===== src/hdl/utt_pkg.sv =====
// ----------------------------------------------------------------------------
// utt_pkg
// Shared types and constants for the UTF-16 to UTF-8 transcoder.
// ----------------------------------------------------------------------------
`default_nettype none

package utt_pkg;

    // surrogate ranges
    localparam logic [15:0] HI_FIRST = 16'hD800;
    localparam logic [15:0] HI_LAST  = 16'hDBFF;
    localparam logic [15:0] LO_FIRST = 16'hDC00;
    localparam logic [15:0] LO_LAST  = 16'hDFFF;

    // encoding limits and marker bits
    localparam logic [15:0] LIM_ONE  = 16'h0080;
    localparam logic [15:0] LIM_TWO  = 16'h0800;
    localparam logic [7:0]  CONT_TAG = 8'h80;
    localparam logic [7:0]  LEAD_TWO = 8'hC0;
    localparam logic [7:0]  LEAD_THR = 8'hE0;
    localparam logic [7:0]  LEAD_FOUR = 8'hF0;

    // index of the final byte in an entry
    localparam logic [1:0] LAST_ONE  = 2'd0;
    localparam logic [1:0] LAST_TWO  = 2'd1;
    localparam logic [1:0] LAST_THR  = 2'd2;
    localparam logic [1:0] LAST_FOUR = 2'd3;

    // queue between front and back
    localparam int Q_DEPTH = 2;
    localparam int Q_AW    = $clog2(Q_DEPTH);

    // one encoded code point, lead byte in slot 0
    typedef struct packed {
        logic [3:0][7:0] bytes;
        logic [1:0]      last_idx;
    } t_entry;

    // handshake between queue and back end
    typedef struct packed {
        logic   valid;
        t_entry entry;
    } t_head;

endpackage

`default_nettype wire


===== src/hdl/utt_front.sv =====
// ----------------------------------------------------------------------------
// utt_front
// Accepts code units, tracks the pending high surrogate and packs the
// UTF-8 bytes of each code point into one queue entry.
// ----------------------------------------------------------------------------
`default_nettype none

module utt_front (
    input  wire logic          i_clk,
    input  wire logic          i_rst_n,
    input  wire logic          i_valid,
    output logic               o_ready,
    input  wire logic [15:0]   i_code_unit,
    input  wire logic          i_new_string,
    input  wire logic          i_full,
    output logic               o_push,
    output utt_pkg::t_entry    o_entry
);
    import utt_pkg::*;

    logic        r_pend;
    logic [9:0]  r_pend_bits;
    logic        n_pend;
    logic [9:0]  n_pend_bits;
    logic        is_high;
    logic        is_low;
    logic        pend_eff;
    logic        pair;
    logic        accept;
    logic [20:0] cp;

    assign o_ready = !i_full;
    assign accept  = i_valid && !i_full;

    // classify the unit
    always_comb begin
        is_high  = i_code_unit inside {[HI_FIRST:HI_LAST]};
        is_low   = i_code_unit inside {[LO_FIRST:LO_LAST]};
        pend_eff = r_pend && !i_new_string;
        pair     = pend_eff && is_low;
        // supplementary planes start at 0x10000, i.e. 0x40 above the high bits
        cp       = {{1'b0, r_pend_bits} + 11'h040, i_code_unit[9:0]};
    end

    // encode into bytes
    always_comb begin
        o_entry = '0;
        if (pair) begin
            o_entry.bytes[0] = LEAD_FOUR | {5'd0, cp[20:18]};
            o_entry.bytes[1] = CONT_TAG | {2'd0, cp[17:12]};
            o_entry.bytes[2] = CONT_TAG | {2'd0, cp[11:6]};
            o_entry.bytes[3] = CONT_TAG | {2'd0, cp[5:0]};
            o_entry.last_idx = LAST_FOUR;
        end else if (i_code_unit < LIM_ONE) begin
            o_entry.bytes[0] = i_code_unit[7:0];
            o_entry.last_idx = LAST_ONE;
        end else if (i_code_unit < LIM_TWO) begin
            o_entry.bytes[0] = LEAD_TWO | {3'd0, i_code_unit[10:6]};
            o_entry.bytes[1] = CONT_TAG | {2'd0, i_code_unit[5:0]};
            o_entry.last_idx = LAST_TWO;
        end else begin
            o_entry.bytes[0] = LEAD_THR | {4'd0, i_code_unit[15:12]};
            o_entry.bytes[1] = CONT_TAG | {2'd0, i_code_unit[11:6]};
            o_entry.bytes[2] = CONT_TAG | {2'd0, i_code_unit[5:0]};
            o_entry.last_idx = LAST_THR;
        end
    end

    assign o_push = accept && !is_high;

    // pending surrogate update
    always_comb begin
        n_pend      = r_pend;
        n_pend_bits = r_pend_bits;
        if (accept) begin
            n_pend = pend_eff;
            if (is_high) begin
                n_pend      = 1'b1;
                n_pend_bits = i_code_unit[9:0];
            end else if (pair) begin
                n_pend = 1'b0;
            end
        end
    end

    always_ff @(posedge i_clk) begin
        if (!i_rst_n) begin
            r_pend <= 1'b0;
        end else begin
            r_pend <= n_pend;
        end
        r_pend_bits <= n_pend_bits;
    end

endmodule

`default_nettype wire


===== src/hdl/utt_queue.sv =====
// ----------------------------------------------------------------------------
// utt_queue
// Short entry queue between the front and back ends.
// ----------------------------------------------------------------------------
`default_nettype none

module utt_queue (
    input  wire logic          i_clk,
    input  wire logic          i_rst_n,
    input  wire logic          i_push,
    input  wire utt_pkg::t_entry i_entry,
    output logic               o_full,
    output utt_pkg::t_head     o_head,
    input  wire logic          i_pop
);
    import utt_pkg::*;

    t_entry          r_mem [Q_DEPTH];
    logic [Q_AW-1:0] r_wp;
    logic [Q_AW-1:0] r_rp;
    logic [Q_AW:0]   r_cnt;
    logic [Q_AW-1:0] n_wp;
    logic [Q_AW-1:0] n_rp;
    logic [Q_AW:0]   n_cnt;
    logic            do_push;
    logic            do_pop;

    assign o_full       = (r_cnt == (Q_AW+1)'(Q_DEPTH));
    assign o_head.valid = (r_cnt != '0);
    assign o_head.entry = r_mem[r_rp];

    assign do_push = i_push && !o_full;
    assign do_pop  = i_pop && o_head.valid;

    // pointer and count update
    always_comb begin
        n_wp  = do_push ? r_wp + 1'b1 : r_wp;
        n_rp  = do_pop ? r_rp + 1'b1 : r_rp;
        n_cnt = r_cnt;
        if (do_push && !do_pop) begin
            n_cnt = r_cnt + 1'b1;
        end else if (!do_push && do_pop) begin
            n_cnt = r_cnt - 1'b1;
        end
    end

    always_ff @(posedge i_clk) begin
        if (!i_rst_n) begin
            r_wp  <= '0;
            r_rp  <= '0;
            r_cnt <= '0;
        end else begin
            r_wp  <= n_wp;
            r_rp  <= n_rp;
            r_cnt <= n_cnt;
        end
    end

    // storage write
    always_ff @(posedge i_clk) begin
        if (do_push) begin
            r_mem[r_wp] <= i_entry;
        end
    end

endmodule

`default_nettype wire


===== src/hdl/utt_back.sv =====
// ----------------------------------------------------------------------------
// utt_back
// Walks the head entry one byte per beat into the output register.
// ----------------------------------------------------------------------------
`default_nettype none

module utt_back (
    input  wire logic          i_clk,
    input  wire logic          i_rst_n,
    input  wire utt_pkg::t_head i_head,
    output logic               o_pop,
    output logic               o_valid,
    input  wire logic          i_ready,
    output logic [7:0]         o_out_byte,
    output logic               o_last_byte
);
    import utt_pkg::*;

    logic       r_valid;
    logic [7:0] r_byte;
    logic       r_last;
    logic [1:0] r_idx;
    logic       n_valid;
    logic [1:0] n_idx;
    logic       load;
    logic       at_end;

    // output register takes a byte when empty or being drained
    assign load   = i_head.valid && (!r_valid || i_ready);
    assign at_end = (r_idx == i_head.entry.last_idx);
    assign o_pop  = load && at_end;

    always_comb begin
        n_valid = r_valid;
        n_idx   = r_idx;
        if (load) begin
            n_valid = 1'b1;
            n_idx   = at_end ? 2'd0 : r_idx + 2'd1;
        end else if (i_ready) begin
            n_valid = 1'b0;
        end
    end

    always_ff @(posedge i_clk) begin
        if (!i_rst_n) begin
            r_valid <= 1'b0;
            r_idx   <= 2'd0;
        end else begin
            r_valid <= n_valid;
            r_idx   <= n_idx;
        end
        if (load) begin
            r_byte <= i_head.entry.bytes[r_idx];
            r_last <= at_end;
        end
    end

    assign o_valid     = r_valid;
    assign o_out_byte  = r_byte;
    assign o_last_byte = r_last;

endmodule

`default_nettype wire


===== src/hdl/utf16_to_utf8_transcoder_top.sv =====
// ----------------------------------------------------------------------------
// utf16_to_utf8_transcoder_top
// UTF-16 code units in, UTF-8 bytes out, with a flag on the last byte.
// ----------------------------------------------------------------------------
//  channel  | handshake          | payload
//  ---------+--------------------+-------------------------------
//  input    | i_valid / o_ready  | i_code_unit[15:0], i_new_string
//  output   | o_valid / i_ready  | o_out_byte[7:0], o_last_byte
//
//  The output gives one byte per cycle while i_ready is high and an entry
//  waits; a code point gives 1..4 bytes, a high surrogate gives none.
//  Input is taken every cycle while the two-entry queue has room.
//  First byte of a unit is registered in the queue, then in the output register.
//  Synchronous reset clears the pending surrogate, queue and output.
// ----------------------------------------------------------------------------
`default_nettype none

module utf16_to_utf8_transcoder_top (
    input  wire logic        i_clk,
    input  wire logic        i_rst_n,
    input  wire logic        i_valid,
    output logic             o_ready,
    input  wire logic [15:0] i_code_unit,
    input  wire logic        i_new_string,
    output logic             o_valid,
    input  wire logic        i_ready,
    output logic [7:0]       o_out_byte,
    output logic             o_last_byte
);
    import utt_pkg::*;

    logic   push;
    logic   full;
    logic   pop;
    t_entry entry;
    t_head  head;

    // classify and encode
    utt_front u_front (
        .i_clk        (i_clk),
        .i_rst_n      (i_rst_n),
        .i_valid      (i_valid),
        .o_ready      (o_ready),
        .i_code_unit  (i_code_unit),
        .i_new_string (i_new_string),
        .i_full       (full),
        .o_push       (push),
        .o_entry      (entry)
    );

    // decoupling queue
    utt_queue u_queue (
        .i_clk   (i_clk),
        .i_rst_n (i_rst_n),
        .i_push  (push),
        .i_entry (entry),
        .o_full  (full),
        .o_head  (head),
        .i_pop   (pop)
    );

    // byte serializer
    utt_back u_back (
        .i_clk       (i_clk),
        .i_rst_n     (i_rst_n),
        .i_head      (head),
        .o_pop       (pop),
        .o_valid     (o_valid),
        .i_ready     (i_ready),
        .o_out_byte  (o_out_byte),
        .o_last_byte (o_last_byte)
    );

endmodule

`default_nettype wire


===== config.mk =====
export PLATFORM = sky130hd
export DESIGN_NAME = utf16_to_utf8_transcoder_top
export DESIGN_NICKNAME = d
export VERILOG_FILES = /design/src/hdl/utt_pkg.sv /design/src/hdl/utt_front.sv /design/src/hdl/utt_queue.sv /design/src/hdl/utt_back.sv /design/src/hdl/utf16_to_utf8_transcoder_top.sv
export SDC_FILE = /design/constraint.sdc
export NUM_CORES = 1
export LEC_CHECK = 0
export ABC_AREA = 1
export BUFFER_PORTS_ARGS = -buffer_cell sky130_fd_sc_hd__buf_2
export CORE_ASPECT_RATIO = 1.5
export CORE_UTILIZATION = 35
export DETAILED_ROUTE_END_ITERATION = 10
export SLEW_MARGIN = 20
export SYNTH_ARGS = -nofsm -noshare
export SYNTH_HDL_FRONTEND = slang
export SYNTH_SLANG_ARGS = --single-unit

===== constraint.sdc =====
create_clock -name i_clk -period 6 [get_ports i_clk]
set_clock_uncertainty 0.2 [all_clocks]
set_input_delay 1.2 -clock i_clk [delete_from_list [all_inputs] [get_ports i_clk]]
set_output_delay 1.2 -clock i_clk [all_outputs]
set_load 0.02 [all_outputs]

==> metrics.csv, run 1 <==
stage;metric;value;unit
cts;Resize count post-CTS;0;
min_path;hold crit path type;reg2reg;
timing;min cycle time layout;2.85;ns
placed_design;Routability Congestion;0.861;
worst_setup_path;Setup Crit Path Kind;in2reg;
cts;Max H-tree Level;3;
cts;clock slew at reported path FFs;0.06;ns
finish;Core Util, Final;0.418;
logic_synthesis;mux contribution to synthesized area;0;
timing;pin slew with the least headroom to its limit;0.869;ns
worst_setup_path;reg2reg setup slack;3.24;ns
timing;fin crit share;0.476;
placed_design;Post-Place Worst Slack;2.75;ns
min_path;min-delay src;u_queue.r_cnt[1]$_SDFFE_PN0P_;
finish;footprint of the multi-input gates;0.00112;sq mm
logic_synthesis;Yosys warnings;0;
worst_setup_path;required time of the critical path;6.02;ns
cts;clk_lat worst skew;0.34;ns
pwr;Internal;1240;uW
logic_synthesis;synthesized area;0.00389;sq mm
pwr;clock network power share;0.331;
logic_synthesis;top_reg_cell synth;edfxtp_1;
detailed_routing;DRT antenna net count;0;
run;number of max-cap violations;0;
timing;f_max;0.350;GHz
timing;final hold violations;0;
floorplanning;Die Wd;88.1;um
detailed_routing;first-pass iteration count of the detailed router;4;
finish;layout cells sized above 1;0.157;
logic_synthesis;post-synthesis compound-gate area fraction;0.100;
timing;Setup TNS Final;0;ns
grt;GRT Total Usage;0.156;
finish;Fillers;1056;
finish;post-route cell area;0.00447;sq mm
grt;total grt overflow;0;
cts;clock root cell;clkbuf_16;
finish;storage element area;0.00255;sq mm
timing;Final Setup Violations;0;
logic_synthesis;Post-Synth Simple-Gate Area;0.175;
detailed_routing;Initial DRC Count;150;
timing;Slew HR;0.418;
finish;# diodes;0;
finish;Layout Area Growth over Synthesis;15.1;%
cts;CTS Buffer Depth;2;
logic_synthesis;Synth Net Count;393;
finish;commonest cells after routing, fill and taps aside;79 x edfxtp_1, 68 x nand2_1, 58 x nor2_1, 38 x o21ai_0;
timing;RSZ-0062 raised after global routing;no;
worst_setup_path;FF-to-FF End;u_queue.r_cnt[1]$_SDFFE_PN0P_;
logic_synthesis;Synth Area in Adders;0.00644;
min_path;Hold Path Cell Cnt;2;
worst_setup_path;worst path arrival time;2.88;ns
pwr;switch share;0.286;
logic_synthesis;sequential area share after synthesis;0.657;
finish;fin nets;425;
logic_synthesis;Async SR Flop Fraction;0;
logic_synthesis;Synth Area in XOR/XNOR;0.00451;
logic_synthesis;syn_area_per_cell;10.5;sq um
timing;final setup margin;3.15;ns
worst_setup_path;reg-to-reg startpoint;u_back.r_idx[0]$_SDFFE_PN0P_;
floorplanning;initial core utilization;0.363;
pwr;Power Dens Cells;390;mW/mm^2
floorplanning;Die Ht;131;um
logic_synthesis;register bit count reported by yosys;88;
timing;Max Slew Vio Count;0;
worst_setup_path;Startpoint Class;input port;
grt;largest net degree at the start of global routing;33;
worst_setup_path;worst reg-to-reg path cell count;9;
grt;initial antenna violation count;0;
grt;vias in the first global route;2602;
placed_design;HPWL after DPL;5.60;mm
floorplanning;standard-cell rows;46;
detailed_routing;DR WL/cell;14.7;um
placed_design;I/O Buffers;31;
pwr;leakage;0.00175;uW
pwr;sequential share of power;0.474;
pwr;Gate power share;0.195;
floorplanning;core footprint;0.0107;sq mm
status;status;complete, no violations;
cts;total CTS buffers;9;
logic_synthesis;largest family of logic cells by synthesized area;simple AND/OR/NAND/NOR gates;
detailed_routing;DRC;0;
cts;CTS tree;yes;
pwr;net switching power;499;uW
worst_setup_path;CP endpoint kind;flip-flop;
cts;postcts setup bufs;0;
floorplanning;Die ar.;0.0115;sq mm
detailed_routing;Vias per Instance;4.94;
logic_synthesis;Cell variety after synth;30;
worst_setup_path;Crit Path Max Fanout;13;
floorplanning;number of I/O pins;32;
finish;commonest non-fill, non-tap cell in the layout;edfxtp_1;
grt;first-pass GRT wire length;13.2;mm
placed_design;DP Area;0.00416;sq mm
cts;Clock Sinks;88;
detailed_routing;via count;2723;
detailed_routing;DRT Wirelength;8.12;mm
pwr;worst vdd ir;0.147;mV
min_path;Hold Crit Endpoint;u_queue.r_cnt[1]$_SDFFE_PN0P_;
logic_synthesis;post-synthesis cell count;370;
cts;hold buffers post-CTS;0;
logic_synthesis;Post-synth EDFFs;79;
## state kept, by name, summed over array words and instances, names as in the netlist, named ones only
signal and count:
u_queue.r_wp 1, u_back.o_out_byte 8, u_back.r_idx 2, u_queue.r_rp 1, u_front.r_pend 1, u_back.o_valid 1, u_queue.r_mem 60, u_back.o_last_byte 1
u_front.r_pend_bits 10, u_queue.r_cnt 2
## layer usage
metal	vias up	global-route usage	share of wire
li1	1334	-	-
met1	1309	0.186	0.41
met2	64	0.267	0.52
met3	16	0.0301	0.037
met4	0	0.0825	0.029
met5	-	0	0
## worst max-delay path, stage by stage
cell,delay [ns]
buf_2,0.07
inv_1,0.03
nand2_1,0.06
o21ai_0,0.13
inv_1,0.39
nand3_2,0.20
ha_1,0.36
a21oi_1,0.11
o21ai_0,0.11
o21ai_0,0.16
a21oi_1,0.06
## kinds of logic after synthesis
kind of cell	after synthesis
compound gates	69
fa+ha+maj	2
simple gates	161
buf+inv	48
flops	88
xor+xnor	2
## through the flow
stage	power, uW	hold WS, ns	std cells
CTS	1760	0.287	551
global placement	1180	0.264	535
finish	1740	0.282	551
global route	1830	0.317	551
floorplan	1070	0.248	370
detailed placement	1190	0.278	535
## layout make-up
cell class | count | share of cell area
Clock inverter | 7 | 0.0193
Clock buffer | 9 | 0.0503
Sequential cell | 88 | 0.570
Tap cell | 144 | 0.0403
Timing Repair Buffer | 35 | 0.0414
Multi-Input combinational cell | 234 | 0.250
Inverter | 34 | 0.0285
## Yosys cell counts, types with 3 or more instances
cell type   n  share of area
inv_1      31          0.030
dfxtp_1     9          0.046
buf_4       3         0.0058
clkbuf_1    4         0.0039
nand4_1     4         0.0064
nand3_1    21          0.027
nand2_1    68          0.066
o22ai_1    12          0.019
a21oi_1    12          0.015
buf_2       4         0.0051
o21ai_0    38          0.049
nor2_1     60          0.058
edfxtp_1   79           0.61
o21ai_2     4         0.0090
## worst max-delay path by stage
| stage | start | endpoint | slack (ns) |
|---|---|---|---|
| floorplan | i_code_unit[15] | u_queue.r_mem[0][0]$_DFFE_PP_ | 2.60 |
| global placement | i_ready | u_queue.r_cnt[1]$_SDFFE_PN0P_ | 2.82 |
| detailed placement | i_ready | u_queue.r_cnt[1]$_SDFFE_PN0P_ | 2.75 |
| CTS | i_ready | u_queue.r_cnt[1]$_SDFFE_PN0P_ | 3.10 |
| global route | i_ready | u_queue.r_cnt[1]$_SDFFE_PN0P_ | 2.98 |
| finish | i_ready | u_queue.r_cnt[1]$_SDFFE_PN0P_ | 3.15 |
## power groups by stage
stage,registers (uW),clock network [uW],logic [uW]
after floorplan,857,0,209
after global placement,840,0,341
after detailed placement,841,0,349
after CTS,829,585,349
after global routing,837,608,382
final,827,576,340
No activity file was read; power rests on OpenSTA's default activity.
==> inputs of run 2 (changes only) <==
==> constraint.sdc (replaced) <==
create_clock -name i_clk -period 2.5 [get_ports i_clk]
set_clock_uncertainty 0.2 [all_clocks]
set_input_delay 0.5 -clock i_clk [delete_from_list [all_inputs] [get_ports i_clk]]
set_output_delay 0.5 -clock i_clk [all_outputs]
set_load 0.02 [all_outputs]
==> run 2 against run 1 <==
Effect of this change: non-clock buffer count grew 11; cell count rose by 1.8%; sequential power up 130%; register-to-register slack got worse by 2.8 ns; sequential share of layout area decreased by 0.93 points; core utilization increased by 0.69 points; routed wire length rose by 2.1%; first-iteration DRC count rose by 4.0%; die area is the same; global-route usage up 0.28 points; via count decreased by 0.92%.
==> metrics.csv, run 2 (synthesis gave the netlist of run 1 again) <==
stage;metric;value;unit;change
finish;footprint of the multi-input gates;0.00112;sq mm;unchanged
timing;Setup TNS Final;0;ns;unchanged
placed_design;Post-Place Worst Slack;0.218;ns;-2.54 ns
cts;clock slew at reported path FFs;0.06;ns;about the same
floorplanning;number of I/O pins;32;;unchanged
grt;largest net degree at the start of global routing;31;;-6.1%
status;status;complete, no violations;;
grt;vias in the first global route;2681;;+3.0%
cts;Clock Sinks;88;;unchanged
cts;Max H-tree Level;3;;unchanged
timing;min cycle time layout;2.08;ns;
detailed_routing;DRT Wirelength;8.29;mm;+2.1%
finish;Core Util, Final;0.425;;+0.00690
floorplanning;standard-cell rows;46;;unchanged
detailed_routing;DR WL/cell;14.8;um;+0.29%
pwr;worst vdd ir;0.429;mV;+190%
floorplanning;Die Ht;131;um;unchanged
worst_setup_path;Startpoint Class;flip-flop;;
finish;fin nets;436;;+2.6%
finish;storage element area;0.00255;sq mm;unchanged
worst_setup_path;worst path arrival time;2.10;ns;-0.78 ns
worst_setup_path;Setup Crit Path Kind;reg2reg;;
grt;initial antenna violation count;0;;unchanged
detailed_routing;Vias per Instance;4.81;;-2.7%
timing;final hold violations;0;;unchanged
cts;Resize count post-CTS;0;;unchanged
detailed_routing;DRC;0;;unchanged
timing;Slew HR;0.709;;+0.291
grt;GRT met3 Usage;0.0382;;+0.00814
run;number of max-cap violations;0;;unchanged
grt;met1 Use GR;0.187;;+0.00164
cts;CTS Buffer Depth;2;;unchanged
worst_setup_path;Crit Path Max Fanout;10;;-3
cts;clock root cell;clkbuf_16;;
worst_setup_path;CP endpoint kind;flip-flop;;
grt;most used routing layer;met2;;
worst_setup_path;required time of the critical path;2.51;ns;-3.51 ns
detailed_routing;first-pass iteration count of the detailed router;4;;unchanged
grt;total grt overflow;0;;unchanged
finish;# diodes;0;;unchanged
detailed_routing;DRT antenna net count;0;;unchanged
floorplanning;Die ar.;0.0115;sq mm;unchanged
finish;max reg flops;60;;unchanged
timing;Final Setup Violations;0;;unchanged
detailed_routing;via count;2698;;-0.92%
finish;largest register by flop count;u_queue.r_mem;;
finish;Fillers;1066;;+0.95%
finish;layout cells sized above 1;0.175;;+0.0178
timing;fin crit share;0.833;;
placed_design;DP Area;0.00427;sq mm;+2.6%
grt;met2 Usage GRT;0.273;;+0.00593
cts;postcts setup bufs;0;;unchanged
timing;f_max;0.480;GHz;
grt;GRT Total Usage;0.159;;+0.00280
grt;first-pass GRT wire length;13.5;mm;+1.7%
min_path;hold crit path type;in2reg;;
placed_design;Routability Congestion;0.822;;-4.6%
cts;hold buffers post-CTS;0;;unchanged
pwr;Power Dens Cells;909;mW/mm^2;+130%
floorplanning;core footprint;0.0107;sq mm;unchanged
finish;commonest cells after routing, fill and taps aside;79 x edfxtp_1, 68 x nand2_1, 58 x nor2_1, 38 x o21ai_0;;
finish;post-route cell area;0.00455;sq mm;+1.6%
timing;pin slew with the least headroom to its limit;0.434;ns;-0.436 ns
placed_design;I/O Buffers;31;;unchanged
timing;Max Slew Vio Count;0;;unchanged
finish;Layout Area Growth over Synthesis;17.0;%;
cts;total CTS buffers;9;;unchanged
floorplanning;Die Wd;88.1;um;unchanged
finish;commonest non-fill, non-tap cell in the layout;edfxtp_1;;
detailed_routing;Initial DRC Count;156;;+4.0%
placed_design;HPWL after DPL;5.63;mm;+0.56%
floorplanning;initial core utilization;0.363;;unchanged
cts;clk_lat worst skew;0.33;ns;about the same
timing;final setup margin;0.418;ns;-2.73 ns
pwr;leakage;0.00180;uW;+2.8%
timing;RSZ-0062 raised after global routing;no;;
cts;CTS tree;yes;;
run 2: stage by stage:
step           hold slack, ns  cells  total power (uW)
2_1_floorplan           0.248    370              2560
3_3_place_gp            0.268    546              2900
3_5_place_dp            0.270    546              2920
4_1_cts                 0.171    561              4180
5_1_grt                 0.169    561              4350
6_report                0.177    561              4140
run 2: path summary, 6_finish.rpt:
kind	endpoint	cells past startpoint	slack [ns]	startpoint
worst min-delay path	u_front.r_pend_bits[0]$_DFFE_PP_	1	0.18	i_code_unit[0]
worst max register to register	u_queue.r_cnt[1]$_SDFFE_PN0P_	10	0.42	flip-flop
worst max-delay path	u_queue.r_cnt[1]$_SDFFE_PN0P_	10	0.42	flip-flop
worst min register to register	u_back.o_valid$_SDFFE_PN0P_	2	0.28	u_back.o_valid$_SDFFE_PN0P_
run 2: power breakdown:
group          switching [uW]  internal (uW)
clock                     513            760
combinational             624            307
sequential               63.4           1870
run 2: metal layers:
layer / wire [um] / share of wire / vias up
met4: 143 / 0.017 / 0
met2: 4420 / 0.53 / 69
met3: 337 / 0.041 / 10
met5: 0 / 0 / -
li1: - / - / 1356
met1: 3380 / 0.41 / 1263
run 2: worst max-delay path, cell delays in order (launching register included):
cell,delay [ns]
dfxtp_1,0.43
inv_2,0.13
nand2_1,0.10
nand3_1,0.08
nand2_1,0.12
nand3_2,0.12
ha_1,0.34
a21oi_1,0.11
o21ai_0,0.11
o21ai_0,0.17
a21oi_1,0.06
run 2: area by class of cell:
type | instances | share of cell area
Clock buffer | 10 | 0.0503
Clock inverter | 5 | 0.0107
Inverter | 34 | 0.0281
Multi-Input combinational cell | 234 | 0.246
Sequential cell | 88 | 0.561
Tap cell | 144 | 0.0396
Timing Repair Buffer | 46 | 0.0644
